**src/gtes_ram.sv**
```systemverilog
`timescale 1ns / 1ps
// Generic single-write, single-read RAM with registered read data.
module gtes_ram #(
    parameter int WIDTH = 8,
    parameter int DEPTH = 64
) (
    input  logic                     clk,
    input  logic                     we,
    input  logic [$clog2(DEPTH)-1:0] waddr,
    input  logic [WIDTH-1:0]         wdata,
    input  logic [$clog2(DEPTH)-1:0] raddr,
    output logic [WIDTH-1:0]         rdata
);
    logic [WIDTH-1:0] mem_reg [DEPTH];
    logic [WIDTH-1:0] rdata_reg;

    always_ff @(posedge clk)
    begin
        if (we)
        begin
            mem_reg[waddr] <= wdata;
        end
        rdata_reg <= mem_reg[raddr];
    end

    assign rdata = rdata_reg;
endmodule
```
**config.mk**
```make
export PLATFORM = sky130hd
export DESIGN_NAME = gtes_ram
export DESIGN_NICKNAME = d
export VERILOG_FILES = /design/src/gtes_ram.sv
export SDC_FILE = /design/constraint.sdc
export NUM_CORES = 1
export LEC_CHECK = 0
export ABC_AREA = 1
export BUFFER_PORTS_ARGS = -buffer_cell sky130_fd_sc_hd__buf_2
export CORE_ASPECT_RATIO = 1.75
export CORE_UTILIZATION = 45
export CTS_CLUSTER_DIAMETER = 200
export DETAILED_ROUTE_END_ITERATION = 6
export GPL_TIMING_DRIVEN = 0
export SETUP_SLACK_MARGIN = 0.3
export SYNTH_ARGS = -nofsm -noshare
export SYNTH_HDL_FRONTEND = slang
export SYNTH_SLANG_ARGS = --single-unit
```
**constraint.sdc**
```tcl
create_clock -name clk -period 6.9 [get_ports clk]
set_input_delay 1.38 -clock clk [delete_from_list [all_inputs] [get_ports clk]]
set_output_delay 1.38 -clock clk [all_outputs]
set_load 0.02 [all_outputs]
```
==> metrics <==
CP Data Arrival Time approximately 3.6 ns; worst reg2reg startpoint mem_reg[5][6]$_DFFE_PP_; layout cells sized above 1 10.2%; PD cells about 270 nW/µm²; Setup crit start waddr[1]; Post-synth EDFFs 512; Synthesized Nets 1827; synth unique cells 16; post-synthesis mux area share 0%; Fillers 4061; Rows 105; Tmin final 3.41 ns; largest family of logic cells by synthesized area simple AND/OR/NAND/NOR gates; first-pass GRT wire length 94200 µm; Synth area leaders edfxtp_1 72%, nand2_1 11%, nand3_1 10%; final-stage net count 1906; Synth Register Bits 520; CTS sink cnt 520; cell taking the most area after synthesis edfxtp_1; GPL Wtd Cong 0.945; Max-cap violations 0; Rel. slew slack 5.22%; Synth Area in XOR/XNOR 0%; Setup-failing EPs final 0; # IOs 30; IO Port Bufs 21; die width 167 µm; CTS Root Cell clkbuf_16; CTS resizes 0; peak fanout along the critical path 9; depth of the CTS H-tree 2; core area around 47000 µm²; Post-synth top flop edfxtp_1; r2r setup slk 5.40 ns; Final Cycle Share 49.4%; failing checks design-rule violations; Mapped Cells 1805; CP Depth 4; Mapped Area 21300 µm²; largest delay contributor family on the critical path simple AND/OR/NAND/NOR gates; syn_area_per_cell 11.8 µm²; clock buffer depth 3; setup tns final 0 ns; worst-margin pin slew 1.42 ns; post-route ant nets 0; Pre-antenna DRT Iters 7; Compound-Gate Fraction of Synth Area 0%; via count about 14000; hold buffers post-CTS 0; Critical Path, Cell by Cell clkbuf_1, inv_1, nand4_1, nor2_1; outcome complete, but fails checks; count leader, synth nand2_1; adder-cell share of the synthesized area 0%; max FFs per register 512; HPWL Detailed 45400 µm; worst skew pair latency 0.59 ns; worst setup path endpoint mem_reg[9][5]$_DFFE_PP_; initial antenna violation count 0; Remaining Overflow, GRT 0; final worst slack 3.49 ns; Final Hold Vio Count 0; R2R Path End rdata[6]$_DFF_P_; vias in the first global route 13894; Critical-path top delay cell nor2_1; cts bufs inserted 46; initial cell density of the core 45.5%; Setup WS pre-CTS 3.02 ns; largest net degree at the start of global routing 65; Peak VDD IR 180 µV; synth warn 0; die area 48300 µm²; CP required 7.10 ns; Async S/R FF share, synth 0%; per-cell routed wire length 26.2 µm; Hold Crit Class register to register; top cells by count, synth 648 x nand2_1, 512 x edfxtp_1, 439 x nand3_1; Routed WL between 60000 and 70000 µm; sequential fraction of the synthesis area between 70 and 80%; fmax just under 300 MHz; unrepaired setup endpoints after global routing no; Crit Path Category input pin to register; simple-gate portion of the synthesized area 23.2%; P_leak 8.58 nW; CP bufs+invs 2; Post-CTS Setup Bufs 0; drt drc 8; Worst setup EP type register; violation count after the first detailed-route iteration 1345; GRT Total Usage 27.6%; clock-pin slew on the worst setup and hold paths around 0.07 ns; CTS tree yes; fin. max-slew vios 0; CP startpoint kind input pin; Layout Skew 0.0339 ns; Synth top area share 72.0%; Via density ~5.7; P&R area growth vs syn 11.5%; worst reg2reg path depth 8; DIE HEIGHT 290 µm; Slowest Stage Delay on Critical Path 1.03 ns
## kinds of logic after synthesis
family / after synthesis
DFF: 520
and+or+nand+nor: 1160
buffers and inverters: 125
## per-layer routing
layer,vias up,track usage [%],part of all wire (%)
met4,0,19.1,7.5
li1,6510,-,-
met1,7037,30.2,35
met3,191,2.96,5.2
met2,633,49.9,53
met5,-,0,0
## where the power goes
| part | switching (W) | leakage (nW) | internal (W) |
|---|---|---|---|
| clock | 0.00116 | 0.714 | 0.00139 |
| combinational | 0.000362 | 3.19 | 0.000120 |
| sequential | 0.00000608 | 4.67 | 0.00350 |
| total | 0.00153 | 8.58 | 0.00500 |
## stage by stage
stage	hold slack, ns	total power [W]	cell area (µm²)	std cells	utilization (%)
after detailed placement	0.816	0.00405	22300	2423	47.5
after global routing	0.936	0.00669	23800	2510	50.7
after floorplan	0.722	0.00382	21300	1805	-
after CTS	0.832	0.00654	23800	2509	50.7
final	0.815	0.00653	23800	2511	50.7
after global placement	0.823	0.00404	22200	2414	47.3
## area by class of cell
| cell class | count | area, µm² | area share, % |
|---|---|---|---|
| multi-input combinational | 1160 | 5000 | 21.0 |
| inverter | 12 | 50.0 | 0.210 |
| buffer | 113 | 808 | 3.40 |
| sequential | 520 | 15500 | 65.3 |
| clock inverter | 27 | 235 | 0.988 |
| tap | 588 | 736 | 3.09 |
| clock buffer | 59 | 1230 | 5.17 |
| antenna | 1 | 2.50 | 0.0105 |
| timing repair buffer | 31 | 205 | 0.862 |
## layout by cell type, fill, tap and decap left out, drive strengths merged
cell type	instances
buf	129
bufinv	3
clkbuf	74
clkinv	20
clkinvlp	2
dfxtp	8
diode	1
edfxtp	512
inv	14
nand2	648
nand3	439
nand4	9
nor2	56
nor4	8
## worst min-delay path: cells and delay by family, from the launching register on
kind / cells / cell delay, ns
flops: 1 / 0.32
simple gates: 8 / 0.50
## worst min path at each step
stage                                   from               end  slack (ns)  depth (start not counted)
floorplan           mem_reg[52][0]$_DFFE_PP_  rdata[0]$_DFF_P_        0.72                          8
global placement    mem_reg[40][5]$_DFFE_PP_  rdata[5]$_DFF_P_        0.82                          8
finish              mem_reg[60][1]$_DFFE_PP_  rdata[1]$_DFF_P_        0.82                          8
CTS                 mem_reg[62][1]$_DFFE_PP_  rdata[1]$_DFF_P_        0.83                          8
detailed placement  mem_reg[40][5]$_DFFE_PP_  rdata[5]$_DFF_P_        0.82                          8
global route        mem_reg[62][1]$_DFFE_PP_  rdata[1]$_DFF_P_        0.94                          8
Note: power is estimated with default switching activity, not from simulation.
